File: config.mk
export PLATFORM = sky130hd
export DESIGN_NAME = tick_debounce_alarm_fan_timer_unit
export DESIGN_NICKNAME = d
export VERILOG_FILES = /design/src/hw/rtl/tdaft_pkg.sv /design/src/hw/rtl/tick_debounce_alarm_fan_timer_unit.sv
export SDC_FILE = /design/constraint.sdc
export NUM_CORES = 1
export LEC_CHECK = 0
export BUFFER_PORTS_ARGS = -buffer_cell sky130_fd_sc_hd__buf_2
export CAP_MARGIN = 20
export CORE_ASPECT_RATIO = 1.5
export CORE_UTILIZATION = 60
export DETAILED_ROUTE_END_ITERATION = 7
export HOLD_SLACK_MARGIN = 0.12
export PLACE_DENSITY_LB_ADDON = 0.25
export SETUP_SLACK_MARGIN = 0.5
export SLEW_MARGIN = 40
export SYNTH_ARGS = -nofsm -noshare
export SYNTH_HDL_FRONTEND = slang
export SYNTH_SLANG_ARGS = --single-unit
File: constraint.sdc
create_clock -name clk -period 4.1 [get_ports clk]
set_input_delay 0.82 -clock clk [delete_from_list [all_inputs] [get_ports clk]]
set_output_delay 0.82 -clock clk [all_outputs]
set_load 0.01 [all_outputs]
File: src/hw/rtl/tdaft_pkg.sv
// Shared constants and types for the tick housekeeping timer block.
`timescale 1ns / 1ps

package tdaft_pkg;

	localparam int unsigned DebWidth   = 4;
	localparam int unsigned ScanWidth  = 10;
	localparam int unsigned A1Width    = 8;
	localparam int unsigned A2Width    = 8;
	localparam int unsigned FanWidth   = 12;
	localparam int unsigned CfgWidth   = 12;
	localparam int unsigned IndexWidth = 2;

	typedef enum logic [IndexWidth-1:0] {
		REG_DEBOUNCE_TICKS     = 2'd0,
		REG_SCAN_PERIOD        = 2'd1,
		REG_ALARM1_HALF_PERIOD = 2'd2,
		REG_FAN_OFF_DELAY      = 2'd3
	} reg_index_t;

	localparam logic [DebWidth-1:0]  DebounceReset = 4'd5;
	localparam logic [ScanWidth-1:0] ScanReset     = 10'd100;
	localparam logic [A1Width-1:0]   A1Reset       = 8'd50;
	localparam logic [FanWidth-1:0]  FanReset      = 12'd1500;

	// Alarm two cadence: count runs 1..199, buzzer sounds in three windows.
	localparam logic [A2Width-1:0] A2Wrap     = 8'd200;
	localparam logic [A2Width-1:0] A2Win1Low  = 8'd20;
	localparam logic [A2Width-1:0] A2Win1High = 8'd39;
	localparam logic [A2Width-1:0] A2Win2Low  = 8'd60;
	localparam logic [A2Width-1:0] A2Win2High = 8'd79;
	localparam logic [A2Width-1:0] A2Win3Low  = 8'd100;
	localparam logic [A2Width-1:0] A2Win3High = 8'd119;

	typedef struct packed {
		logic fan_on_request;
		logic fan_delay_start;
		logic alarm2_active;
		logic alarm1_active;
		logic scan_clear;
		logic signal_level;
	} tick_in_t;

	typedef struct packed {
		logic fan_delay_pending;
		logic fan_running;
		logic buzzer_drive;
		logic scan_request;
		logic signal_state;
	} tick_out_t;

endpackage

File: src/hw/rtl/tick_debounce_alarm_fan_timer_unit.sv
// Top level of the tick housekeeping timer: debounce, scan, buzzer and fan delay.
// The result of an accepted request is written into the output register at the accepting edge.
// Throughput: one request per cycle while the receiver is ready; the output register refills in the cycle it is taken.
// All counters update in a single pass of next-state logic at the accepting edge.
// Reset (arst_n low) clears all counters and flags, sets the beep phase to one and
// loads the configuration registers with their reset values.
`timescale 1ns / 1ps

module tick_debounce_alarm_fan_timer_unit (
	input  logic                              clk,
	input  logic                              arst_n,
	input  logic                              cfg_we,
	input  logic [tdaft_pkg::IndexWidth-1:0]  cfg_index,
	input  logic [tdaft_pkg::CfgWidth-1:0]    cfg_data,
	input  logic                              s_axis_tvalid,
	output logic                              s_axis_tready,
	// [0] signal_level, [1] scan_clear, [2] alarm1_active, [3] alarm2_active,
	// [4] fan_delay_start, [5] fan_on_request, [7:6] zero
	input  logic [7:0]                        s_axis_tdata,
	output logic                              m_axis_tvalid,
	input  logic                              m_axis_tready,
	// [0] signal_state, [1] scan_request, [2] buzzer_drive, [3] fan_running,
	// [4] fan_delay_pending, [7:5] zero
	output logic [7:0]                        m_axis_tdata
);

	import tdaft_pkg::*;

	logic [DebWidth-1:0]  debounce_ticks_q;
	logic [ScanWidth-1:0] scan_period_q;
	logic [A1Width-1:0]   alarm1_half_period_q;
	logic [FanWidth-1:0]  fan_off_delay_q;

	logic [DebWidth-1:0]  low_run_q, high_run_q;
	logic                 deb_flag_q;
	logic [ScanWidth-1:0] scan_count_q;
	logic                 scan_flag_q;
	logic [A1Width-1:0]   a1_count_q;
	logic                 beep_phase_q;
	logic [A2Width-1:0]   a2_count_q;
	logic                 buzzer_q;
	logic                 fan_delay_q;
	logic                 fan_en_q;
	logic [FanWidth-1:0]  fan_count_q;

	logic [DebWidth-1:0]  low_run_d, high_run_d;
	logic                 deb_flag_d;
	logic [ScanWidth-1:0] scan_count_d;
	logic                 scan_flag_d;
	logic [A1Width-1:0]   a1_count_d;
	logic                 beep_phase_d;
	logic [A2Width-1:0]   a2_count_d;
	logic                 buzzer_d;
	logic                 fan_delay_d;
	logic                 fan_en_d;
	logic [FanWidth-1:0]  fan_count_d;

	logic [DebWidth:0]    low_inc, high_inc;
	logic [ScanWidth:0]   scan_inc;
	logic [A1Width:0]     a1_inc;
	logic [A2Width:0]     a2_inc;
	logic [FanWidth:0]    fan_inc;

	tick_in_t  req;
	tick_out_t res_d;
	tick_out_t res_q;
	logic      out_valid_q;
	logic      accept;

	assign req           = tick_in_t'(s_axis_tdata[5:0]);
	assign s_axis_tready = !out_valid_q || m_axis_tready;
	assign accept        = s_axis_tvalid && s_axis_tready;
	assign m_axis_tvalid = out_valid_q;
	assign m_axis_tdata  = {3'b000, res_q};

	assign low_inc  = {1'b0, low_run_q} + 1'b1;
	assign high_inc = {1'b0, high_run_q} + 1'b1;
	assign scan_inc = {1'b0, scan_count_q} + 1'b1;
	assign a1_inc   = {1'b0, a1_count_q} + 1'b1;
	assign a2_inc   = {1'b0, a2_count_q} + 1'b1;
	assign fan_inc  = {1'b0, fan_count_q} + 1'b1;

	always_comb begin
		low_run_d    = low_run_q;
		high_run_d   = high_run_q;
		deb_flag_d   = deb_flag_q;
		scan_count_d = scan_count_q;
		scan_flag_d  = scan_flag_q && !req.scan_clear;
		a1_count_d   = a1_count_q;
		beep_phase_d = beep_phase_q;
		a2_count_d   = a2_count_q;
		buzzer_d     = buzzer_q;
		fan_delay_d  = fan_delay_q || req.fan_delay_start;
		fan_en_d     = fan_en_q || req.fan_on_request;
		fan_count_d  = fan_count_q;

		if (!req.signal_level) begin
			high_run_d = '0;
			if (low_inc >= {1'b0, debounce_ticks_q}) begin
				low_run_d  = '0;
				deb_flag_d = 1'b1;
			end else begin
				low_run_d = low_inc[DebWidth-1:0];
			end
		end else begin
			low_run_d = '0;
			if (high_inc >= {1'b0, debounce_ticks_q}) begin
				high_run_d = '0;
				deb_flag_d = 1'b0;
			end else begin
				high_run_d = high_inc[DebWidth-1:0];
			end
		end

		// The count holds while a scan request is outstanding.
		if (!scan_flag_d) begin
			if (scan_inc >= {1'b0, scan_period_q}) begin
				scan_count_d = '0;
				scan_flag_d  = 1'b1;
			end else begin
				scan_count_d = scan_inc[ScanWidth-1:0];
			end
		end

		// The buzzer sounds when the phase after the toggle is zero.
		if (req.alarm1_active) begin
			if (a1_inc >= {1'b0, alarm1_half_period_q}) begin
				a1_count_d   = '0;
				beep_phase_d = !beep_phase_q;
				buzzer_d     = beep_phase_q;
			end else begin
				a1_count_d = a1_inc[A1Width-1:0];
			end
		end

		// Alarm two is evaluated last, so it overrides alarm one.
		if (req.alarm2_active) begin
			if (a2_inc >= {1'b0, A2Wrap}) begin
				a2_count_d = A2Width'(1);
			end else begin
				a2_count_d = a2_inc[A2Width-1:0];
			end
			buzzer_d = (a2_count_d >= A2Win1Low && a2_count_d <= A2Win1High) ||
				(a2_count_d >= A2Win2Low && a2_count_d <= A2Win2High) ||
				(a2_count_d >= A2Win3Low && a2_count_d <= A2Win3High);
		end

		if (fan_delay_d) begin
			if (fan_inc >= {1'b0, fan_off_delay_q}) begin
				fan_count_d = '0;
				fan_en_d    = 1'b0;
				fan_delay_d = 1'b0;
			end else begin
				fan_count_d = fan_inc[FanWidth-1:0];
			end
		end else begin
			fan_count_d = '0;
		end

		res_d.signal_state      = deb_flag_d;
		res_d.scan_request      = scan_flag_d;
		res_d.buzzer_drive      = buzzer_d;
		res_d.fan_running       = fan_en_d;
		res_d.fan_delay_pending = fan_delay_d;
	end

	always_ff @(posedge clk or negedge arst_n) begin
		if (!arst_n) begin
			debounce_ticks_q     <= DebounceReset;
			scan_period_q        <= ScanReset;
			alarm1_half_period_q <= A1Reset;
			fan_off_delay_q      <= FanReset;
		end else if (cfg_we) begin
			unique case (reg_index_t'(cfg_index))
				REG_DEBOUNCE_TICKS:     debounce_ticks_q     <= cfg_data[DebWidth-1:0];
				REG_SCAN_PERIOD:        scan_period_q        <= cfg_data[ScanWidth-1:0];
				REG_ALARM1_HALF_PERIOD: alarm1_half_period_q <= cfg_data[A1Width-1:0];
				REG_FAN_OFF_DELAY:      fan_off_delay_q      <= cfg_data[FanWidth-1:0];
				default: ;
			endcase
		end
	end

	always_ff @(posedge clk or negedge arst_n) begin
		if (!arst_n) begin
			low_run_q    <= '0;
			high_run_q   <= '0;
			deb_flag_q   <= 1'b0;
			scan_count_q <= '0;
			scan_flag_q  <= 1'b0;
			a1_count_q   <= '0;
			beep_phase_q <= 1'b1;
			a2_count_q   <= '0;
			buzzer_q     <= 1'b0;
			fan_delay_q  <= 1'b0;
			fan_en_q     <= 1'b0;
			fan_count_q  <= '0;
		end else if (accept) begin
			low_run_q    <= low_run_d;
			high_run_q   <= high_run_d;
			deb_flag_q   <= deb_flag_d;
			scan_count_q <= scan_count_d;
			scan_flag_q  <= scan_flag_d;
			a1_count_q   <= a1_count_d;
			beep_phase_q <= beep_phase_d;
			a2_count_q   <= a2_count_d;
			buzzer_q     <= buzzer_d;
			fan_delay_q  <= fan_delay_d;
			fan_en_q     <= fan_en_d;
			fan_count_q  <= fan_count_d;
		end
	end

	always_ff @(posedge clk or negedge arst_n) begin
		if (!arst_n) begin
			out_valid_q <= 1'b0;
		end else if (accept) begin
			out_valid_q <= 1'b1;
		end else if (m_axis_tready) begin
			out_valid_q <= 1'b0;
		end
	end

	always_ff @(posedge clk) begin
		if (accept) begin
			res_q <= res_d;
		end
	end

endmodule

==> reports/results.ini, run 1 <==
[status]
outcome=finished clean

[routing]
vias=4266
wl_um=11700
vias_per_cell=6.12
drcViolationCount=0
wl_per_cell_um=16.8
first_pass_iters=4
drt_iter0_markers=175
postRouteAntennaNets=0

[worst_setup_path]
r2r_setup_slack_ns=0.72
critical_path.top_delay_family=simple AND/OR/NAND/NOR gates
cp_max_fo=7
path_cells=ha_2 -> nand3_1 -> nor2_2 -> nand3_2 -> nor2_1 -> xor2_1 -> ha_1 -> and3_1 -> a221oi_1 -> o211ai_1 -> a21o_1 -> or3_1 -> nand3_1
crit_required_ns=4.38
crit_path_frequent_cell=nand3_1
r2r-end=fan_count_q[8]$_DFFE_PN0P_
r2r_start=fan_count_q[0]$_DFFE_PN0P_
crit_type=reg2reg
cp_slowest_cell=dfrtp_2
cp-start-kind=flip-flop
cp_num_buf_inv=0
arrival_ns=3.66
worstRegToRegCells=13
end_kind=flip-flop
slowest_delay_ns=0.41

[yosys]
synthXorXnorAreaFrac_pct=4.88
synth_compound_area_share_pct=17.4
synthMuxAreaShare_pct=6.45
synth_ff_type=dfrtp_1
ys_warn_count=0
synth-simple-area-share_pct=14.0
synth_area_per_cell_sq_um=10.0
ys_async_sr_fraction_pct=94.6
synth.most_common_cell=dfrtp_1
ys_top_cells_by_area=dfrtp_1 (32%), ha_1 (10%), dfstp_2 (7.6%), mux2_2 (6.3%), a22o_1 (3.3%)
synth_top_family_by_area=compound AO/OA/AOI/OAI gates
yosys.cell_types.count=63
synth-edff-count=5
yosysTopAreaCell=dfrtp_1
syn_area_sq_mm=0.00557
yosysSeqAreaShare_pct=42.2
synth_adder_area_share_pct=10.1
yosysTopAreaCellShare_pct=31.9
synthTopCellsByCount=dfrtp_1 (71), ha_1 (45), inv_1 (42), nand2_1 (42), o21ai_0 (33)
synth_cells=557
ys_ff_latch=92

[timing]
worst_slew_pin_slew_ns=0.737
worst_slack_ns=0.719
rsz0062_at_grt=no
final-max-slew-violation-count=0
hold_violations=0
fin_tns_setup_ns=0
clock.fmax_ghz=0.296
fin_crit_ns=3.38
finalCritPeriodShare_pct=82.5
fin_worst_skew_ns=0.00749
relSlewSlack_pct=50.8
report.final.setup_viol=0

[die]
num_io_pins=37
dieArea_sq_mm=0.00968
core-area_sq_mm=0.00893
fp.dieW_um=80.7
rows=42
die_y_um=120
start_util_pct=62.3

[power_and_ir_drop]
p_per_area_mw_per_mm2=531
total_power_w=0.00326
ir_drop_mv=0.357
power.leakage_nw=2.93

[finish]
seq_area_sq_mm=0.00235
area.growth.synth_to_final_pct=10.2
drive_above_1_share_pct=19.4
fin_nets=654
multi_input_area_sq_mm=0.00298
n_fill_cell=696
post-route-cell-area_sq_mm=0.00613
diodes=0

[global_route]
antenna_found_initial=0
grt_util_all_layers_pct=26.6
grt_pass1_wl_um=19700
grt_start_max_net_pins=88
grt_pass1_vias=4278
grt-ovfl-total=0

[clock_tree]
insertion_delay_ns=0.34
cts_setup_buffers=0
clkTransAtPathRegs_ns=0.06
clock_tree.buffer_depth=2
cts.sinks=92
cts_tree=done
cts_root_buf=clkbuf_16
cts_buffers=9
h-tree-depth=3

[placed_design]
port_buffers=31
dpl.hpwl_um=8310
globalplace.congestion=0.831
placed_area_sq_mm=0.00578
dpl_worst_slack_ns=0.500

[job]
maxCapViolCount=0

[min_path]
worstHoldPathType=in2async

## sequential cells by signal, indices dropped and copies added (netlist names), 4 cells and up
signal	cells
fan_off_delay_q	12
debounce_ticks_q	4
m_axis_tdata	5
scan_count_q	10
fan_count_q	12
alarm1_half_period_q	8
a2_count_q	8
a1_count_q	8
scan_period_q	10
high_run_q	4
low_run_q	4
## how the worst max path moves through the flow
stage,start,end,slack [ns],cells past startpoint
global route,fan_count_q[0]$_DFFE_PN0P_,fan_count_q[8]$_DFFE_PN0P_,0.51,13
floorplan,fan_count_q[0]$_DFFE_PN0P_,fan_count_q[8]$_DFFE_PN0P_,1.11,13
detailed placement,fan_count_q[0]$_DFFE_PN0P_,fan_count_q[8]$_DFFE_PN0P_,0.50,13
finish,fan_count_q[0]$_DFFE_PN0P_,fan_count_q[8]$_DFFE_PN0P_,0.72,13
global placement,fan_count_q[0]$_DFFE_PN0P_,fan_count_q[8]$_DFFE_PN0P_,0.65,13
CTS,fan_count_q[0]$_DFFE_PN0P_,fan_count_q[2]$_DFFE_PN0P_,0.52,13
## per-stage QoR
stage | hold slack (ns) | std cells | util [%]
finish | 0.497 | 697 | 68.7
global route | 0.508 | 697 | 68.7
CTS | 0.502 | 697 | 68.5
detailed placement | 0.493 | 681 | 64.7
global placement | 0.467 | 681 | 64.6
floorplan | 0.448 | 559 | -
## cells by family (layout without fill, tap and decap cells)
group | after synthesis | count (layout)
DFF | 92 | 92
muxes | 32 | 32
buffers and inverters | 64 | 92
AOI/OAI and AO/OA | 140 | 140
xor gates and xnor gates | 31 | 31
other | 1 | 3
and+or+nand+nor | 152 | 152
adders and majority gates | 45 | 45
## cell type report
cell class	instances	share of cell area, %
flip-flops and latches	92	38.3
multi-input cells	403	48.5
well taps	110	2.24
clock buffers	14	4.79
clock inverters	2	0.632
inverters	43	2.63
repair buffers	33	2.92
## placed cells by master, fill, tap and decap left out, types with 21 or more instances in the layout
cell type  instances
a21oi_1           23
buf_2             30
o21ai_0           32
dfrtp_1           70
ha_1              44
nand2_1           42
nand3_1           25
a22o_1            21
mux2_2            31
nor2_1            23
inv_1             42
## per-layer routing
metal	share of wire, %	GRT usage [%]	up-vias
li1	-	-	2061
met1	41	30.6	2112
met2	54	48.1	69
met3	2.8	5.25	24
met4	1.9	8.93	0
met5	0	0	-
## timing repair
item | CTS | global route
hold buffers | 0 | 0
setup endpoints to repair | 9 | 15
pin swaps | 0 | 1
gates cloned | 0 | 0
gates resized for setup | 2 | 5
## power by group
part	switching [W]	internal (W)	total [W]
Clock	0.000340	0.000557	0.000896
Combinational	0.000550	0.000466	0.00102
Sequential	0.000222	0.00113	0.00135
Total	0.00111	0.00215	0.00326
Note: power is estimated with default switching activity, not from simulation.
==> inputs of run 2 (changes only) <==
==> constraint.sdc (replaced) <==
create_clock -name clk -period 3.2 [get_ports clk]
set_input_delay 0.64 -clock clk [delete_from_list [all_inputs] [get_ports clk]]
set_output_delay 0.64 -clock clk [all_outputs]
set_load 0.01 [all_outputs]
==> run 2 against run 1 <==
Critical path depth shrank 1. Global-route usage grew 0.80 points. First-iteration DRC count grew 27%. Sequential cell count is the same. Utilization grew 6.1 points. Via count grew 6.0%. Final area grew 8.8%. Fmax grew 12%. Non-clock buffer count grew 30. Critical endpoint unchanged. Critical path type unchanged.
==> reports/results.ini, run 2 (synthesized netlist as in run 1, its figures left out) <==
[timing]
clock.fmax_ghz=0.332  ; was 0.296 GHz
final-max-slew-violation-count=0  ; unchanged
rsz0062_at_grt=yes  ; was no
fin_crit_ns=3.02  ; was 3.38 ns
relSlewSlack_pct=53.2  ; was 50.8%
worst_slack_ns=0.185  ; was 0.719 ns
fin_tns_setup_ns=0  ; unchanged
report.final.setup_viol=0  ; unchanged
fin_worst_skew_ns=0.00773  ; was 0.00749 ns
hold_violations=0  ; unchanged
worst_slew_pin_slew_ns=0.703  ; was 0.737 ns
finalCritPeriodShare_pct=94.2  ; was 82.5%

[global_route]
grt_pass1_vias=4410  ; was 4278
grt-ovfl-total=0  ; unchanged
grt_util_all_layers_pct=27.4  ; was 26.6%
antenna_found_initial=0  ; unchanged
grt_start_max_net_pins=54  ; was 88
grt_pass1_wl_um=20200  ; was 19700 um

[clock_tree]
cts_root_buf=clkbuf_16  ; unchanged
insertion_delay_ns=0.35  ; was 0.34 ns
clock_tree.buffer_depth=2  ; unchanged
h-tree-depth=3  ; unchanged
clkTransAtPathRegs_ns=0.06  ; about the same
cts_buffers=9  ; unchanged
cts.sinks=92  ; unchanged
cts_tree=done  ; unchanged

[finish]
top_regs=fan_count_q (12), fan_off_delay_q (12)  ; unchanged
layout_common_cells=dfrtp_1 (63), inv_1 (42), nand2_1 (40), ha_1 (40), mux2_2 (31)  ; was dfrtp_1 (70), ha_1 (44), inv_1 (42), nand2_1 (42), o21ai_0 (32)
drive_above_1_share_pct=30.5  ; was 19.4%
area.growth.synth_to_final_pct=19.9  ; was 10.2%
n_fill_cell=572  ; was 696
fin_nets=684  ; was 654
fin_util_pct=74.7  ; was 68.7%
final_common_cell=dfrtp_1  ; unchanged
diodes=0  ; unchanged

[routing]
wl_um=13000  ; was 11700 um
first_pass_iters=5  ; was 4
drcViolationCount=0  ; unchanged
vias=4521  ; was 4266
wl_per_cell_um=17.9  ; was 16.8 um
postRouteAntennaNets=0  ; unchanged
vias_per_cell=6.22  ; was 6.12
drt_iter0_markers=222  ; was 175

[status]
outcome=finished clean  ; unchanged

[worst_setup_path]
worstRegToRegCells=12  ; was 13
crit_type=reg2reg  ; unchanged
r2r_start=fan_count_q[4]$_DFFE_PN0P_  ; was fan_count_q[0]$_DFFE_PN0P_
cp_max_fo=5  ; was 7
arrival_ns=3.30  ; was 3.66 ns
cp-start-kind=flip-flop  ; unchanged
end_kind=flip-flop  ; unchanged
critPathLaunch=fan_count_q[4]$_DFFE_PN0P_  ; was fan_count_q[0]$_DFFE_PN0P_
r2r_setup_slack_ns=0.18  ; was 0.72 ns
r2r-end=fan_count_q[8]$_DFFE_PN0P_  ; unchanged
crit_required_ns=3.48  ; was 4.38 ns

[die]
start_util_pct=62.3  ; unchanged
fp.dieW_um=80.7  ; unchanged
num_io_pins=37  ; unchanged
die_y_um=120  ; unchanged
core-area_sq_mm=0.00893  ; unchanged
rows=42  ; unchanged
dieArea_sq_mm=0.00968  ; unchanged

[min_path]
worstHoldPathType=in2async  ; unchanged

[placed_design]
dpl.hpwl_um=8300  ; was 8310 um
dpl_worst_slack_ns=0.0410  ; was 0.500 ns
globalplace.congestion=0.844  ; was 0.831
port_buffers=31  ; unchanged

[job]
maxCapViolCount=0  ; unchanged

[power_and_ir_drop]
total_power_w=0.00446  ; was 0.00326 W
p_per_area_mw_per_mm2=668  ; was 531 mW/mm^2
ir_drop_mv=0.471  ; was 0.357 mV
power.leakage_nw=3.09  ; was 2.93 nW

[run 2: changes by cell type in the layout (fill, tap and decap cells not counted), moves of 5 or more]
cell      previous run  this run
buf_4                2        28
dfrtp_1             70        63
dfrtp_2              1         8
and3_1              13         7
clkbuf_8             6         0
nor2_1              23        17
and3_4               0         5
nand3_1             25        20
nor2_4               0         5
[run 2: timing repair]
action                     4_1_cts  5_1_grt
pin swaps                       17       16
gates resized for setup         22       42
setup endpoints to repair       36       43
hold buffers                     0        0
buffers inserted                14       10
[run 2: report_power, final]
group	internal (W)	switching, W
combinational	0.000708	0.000768
sequential	0.00145	0.000305
clock	0.000764	0.000463
total	0.00292	0.00154
[run 2: per-stage QoR]
step	cells	area (sq um)	hold WS [ns]
5_1_grt	727	6680	0.386
3_5_place_dp	687	5880	0.482
4_1_cts	717	6400	0.362
2_1_floorplan	559	5630	0.344
6_report	727	6680	0.328
3_3_place_gp	687	5880	0.465
[run 2: worst max-delay path: stages (launching register included)]
cell and delay, ns:
dfrtp_1 0.42, nand3_2 0.14, nor2_4 0.15, and3_4 0.22, nand3_1 0.14, xnor2_2 0.26
ha_1 0.30, and3_4 0.21, a221oi_4 0.28, o211ai_1 0.16, a21o_1 0.25, or3_1 0.33
nand3_1 0.07
[run 2: how the worst max path moves through the flow]
| stage | to | slack (ns) |
|---|---|---|
| 2_1_floorplan | fan_count_q[8]$_DFFE_PN0P_ | 0.49 |
| 3_5_place_dp | fan_count_q[2]$_DFFE_PN0P_ | 0.04 |
| 5_1_grt | fan_count_q[8]$_DFFE_PN0P_ | 0.1 |
| 4_1_cts | fan_count_q[8]$_DFFE_PN0P_ | 0.32 |
| 3_3_place_gp | fan_count_q[2]$_DFFE_PN0P_ | 0.17 |
| 6_report | fan_count_q[8]$_DFFE_PN0P_ | 0.18 |
[run 2: area by class of cell]
class                      count  area (sq um)  area share, %
multi-input combinational    403          3250           48.7
sequential                    92          2360           35.3
timing repair buffer          63           425           6.37
clock buffer                  10           229           3.43
inverter                      43           161           2.42
tap                          110           138           2.06
clock inverter                 6           113           1.69
[run 2: metal layers]
| metal | global-route usage [%] | routed length, um | up-vias |
|---|---|---|---|
| met1 | 31.1 | 5080 | 2234 |
| met5 | 0 | 0 | - |
| met3 | 4.71 | 487 | 43 |
| met2 | 48.9 | 6900 | 125 |
| li1 | - | - | 2119 |
| met4 | 12.4 | 540 | 0 |
==> inputs of run 3 (changes only) <==
--- a/config.mk
+++ b/config.mk
@@ -6,9 +6,9 @@
 export NUM_CORES = 1
 export LEC_CHECK = 0
 export BUFFER_PORTS_ARGS = -buffer_cell sky130_fd_sc_hd__buf_2
-export CAP_MARGIN = 20
+export CAP_MARGIN = 5
 export CORE_ASPECT_RATIO = 1.5
-export CORE_UTILIZATION = 60
+export CORE_UTILIZATION = 55
 export DETAILED_ROUTE_END_ITERATION = 7
 export HOLD_SLACK_MARGIN = 0.12
 export PLACE_DENSITY_LB_ADDON = 0.25
==> constraint.sdc (replaced) <==
create_clock -name clk -period 2.7 [get_ports clk]
set_input_delay 0.54 -clock clk [delete_from_list [all_inputs] [get_ports clk]]
set_output_delay 0.54 -clock clk [all_outputs]
set_load 0.01 [all_outputs]
==> run 3 against run 2 <==
The flow now finishes with violations (DRC, setup timing). Sequential share of layout area shrank 3.8 points. Worst hold slack worse by 0.18 ns. Utilization grew 2.1 points. Largest power group is now combinational cells.
==> reports/results.ini, run 3 (synthesized netlist as in run 1, its figures left out) <==
[status]
outcome=finished with violations  ; was finished clean
violations=DRC, setup timing

[placed_design]
dpl.hpwl_um=9250  ; was 8300 um
globalplace.congestion=0.866  ; was 0.844
dpl_worst_slack_ns=-0.135  ; was 0.0410 ns
port_buffers=31  ; unchanged
placed_cells=718  ; was 687

[timing]
rsz0062_at_grt=yes  ; unchanged
report.final.setup_viol=14  ; was 0
hold_violations=0  ; unchanged
clock.fmax_ghz=0.345  ; was 0.332 GHz
worst_slew_pin_slew_ns=0.734  ; was 0.703 ns
relSlewSlack_pct=51.0  ; was 53.2%
finalCritPeriodShare_pct=107  ; was 94.2%
final-max-slew-violation-count=0  ; unchanged
worst_slack_ns=-0.198  ; was 0.185 ns
fin_crit_ns=2.90  ; was 3.02 ns
fin_worst_skew_ns=0.0113  ; was 0.00773 ns

[global_route]
grt_start_max_net_pins=50  ; was 54
antenna_found_initial=0  ; unchanged
grt_pass1_wl_um=23500  ; was 20200 um
grt_pass1_vias=5009  ; was 4410
grt_util_all_layers_pct=28.0  ; was 27.4%
grt-ovfl-total=0  ; unchanged

[worst_setup_path]
crit_type=reg2reg  ; unchanged
end_kind=flip-flop  ; unchanged
cp-start-kind=flip-flop  ; unchanged
arrival_ns=3.17  ; was 3.30 ns
crit_required_ns=2.98  ; was 3.48 ns
cp_max_fo=4  ; was 5

[routing]
drcViolationCount=2  ; was 0
wl_um=15200  ; was 13000 um
vias_per_cell=6.17  ; was 6.22
vias=4917  ; was 4521
drt_iter0_markers=304  ; was 222
first_pass_iters=8  ; was 5
postRouteAntennaNets=0  ; unchanged
wl_per_cell_um=19.1  ; was 17.9 um

[die]
dieArea_sq_mm=0.0105  ; was 0.00968 sq mm
die_y_um=125  ; was 120 um
num_io_pins=37  ; unchanged
fp.dieW_um=84.2  ; was 80.7 um
rows=44  ; was 42
start_util_pct=57.1  ; was 62.3%
core-area_sq_mm=0.00974  ; was 0.00893 sq mm

[min_path]
worstHoldPathType=in2async  ; unchanged

[power_and_ir_drop]
ir_drop_mv=0.654  ; was 0.471 mV
total_power_w=0.00594  ; was 0.00446 W
power.leakage_nw=3.50  ; was 3.09 nW
p_per_area_mw_per_mm2=793  ; was 668 mW/mm^2

[clock_tree]
cts.sinks=92  ; unchanged
clock_tree.buffer_depth=2  ; unchanged
cts_tree=done  ; unchanged
cts_root_buf=clkbuf_16  ; unchanged
insertion_delay_ns=0.35  ; about the same
hold_buffers=0  ; unchanged
clkTransAtPathRegs_ns=0.07  ; was 0.06 ns
cts_buffers=9  ; unchanged
h-tree-depth=3  ; unchanged

[finish]
instances_no_fill=797  ; was 727
diodes=0  ; unchanged
n_fill_cell=594  ; was 572
top_regs=fan_count_q (12), fan_off_delay_q (12)  ; unchanged
final_common_cell=buf_4  ; was dfrtp_1
drive_above_1_share_pct=42.7  ; was 30.5%
area.growth.synth_to_final_pct=34.5  ; was 19.9%
fin_nets=749  ; was 684
layout_common_cells=buf_4 (85), dfrtp_1 (60), inv_1 (42)  ; was dfrtp_1 (63), inv_1 (42), nand2_1 (40), ha_1 (40), mux2_2 (31)

[job]
maxCapViolCount=0  ; unchanged

## run 3: cell types whose count changed in the layout (fill, tap and decap cells not counted), sizes merged
cell / change
buf: +65
clkbuf: +4
bufinv: -2
clkinv: +1
clkinvlp: -3
## run 3: what timing repair did
action | CTS | global route
buffers inserted | 29 | 34
gates resized for setup | 59 | 57
pin swaps | 24 | 37
setup endpoints to repair | 45 | 54
## run 3: layout make-up
cell class | instances | area (sq um) | area share, %
Sequential cell | 92 | 2360 | 31.5
Timing Repair Buffer | 128 | 943 | 12.6
Multi-Input combinational cell | 403 | 3560 | 47.5
Clock inverter | 2 | 38.8 | 0.518
Clock buffer | 14 | 285 | 3.81
Tap cell | 115 | 144 | 1.92
Inverter | 43 | 161 | 2.16
## run 3: final timing paths
check	startpoint	endpoint	slack, ns	depth (start not counted)
setup / recovery	fan_count_q[1]$_DFFE_PN0P_	fan_count_q[5]$_DFFE_PN0P_	-0.20	14
hold / removal	arst_n	a1_count_q[2]$_DFFE_PN0P_	0.15	1
setup reg to reg	fan_count_q[1]$_DFFE_PN0P_	fan_count_q[5]$_DFFE_PN0P_	-0.20	14
hold reg to reg	fan_delay_q$_DFFE_PN0P_	fan_delay_q$_DFFE_PN0P_	0.50	2
max in group asynchronous	arst_n	debounce_ticks_q[0]$_DFFE_PN1P_	1.84	2
min in group clk	s_axis_tvalid	m_axis_tvalid$_DFFE_PN0P_	0.40	2
## run 3: per-stage QoR
step                hold WS, ns  utilization (%)  setup TNS [ns]  instance area, sq um
detailed placement        0.467             63.6          -0.453                  6200
global placement          0.455             63.6         -0.0308                  6200
floorplan                 0.244                -        -0.00691                  5750
CTS                       0.183             71.4          -0.103                  6960
finish                    0.152             76.9           -1.84                  7490
global route              0.212             76.9           -4.30                  7490
## run 3: layer usage
layer / up-vias / track usage [%] / wire, um
li1: 2247 / - / -
met1: 2435 / 31.4 / 5820
met2: 176 / 51.6 / 8150
met3: 59 / 3.89 / 650
met4: 0 / 13.2 / 599
met5: - / 0 / 0
## run 3: critical path, cell delays in order (launching register included)
cell and delay, ns:
dfrtp_1 0.42, ha_4 0.17, nand3_4 0.08, nor2_4 0.10
nand3_2 0.11, nor2_2 0.15, xor2_1 0.23, ha_1 0.30
and3_4 0.19, a221oi_4 0.27, o211ai_1 0.16, a21o_1 0.22
buf_6 0.15, o21ai_2 0.13, a21o_1 0.14
## run 3: power breakdown
| group | internal, W | switching (W) |
|---|---|---|
| clock network | 0.000827 | 0.000528 |
| logic | 0.00128 | 0.00127 |
| registers | 0.00172 | 0.000313 |
| total | 0.00383 | 0.00211 |
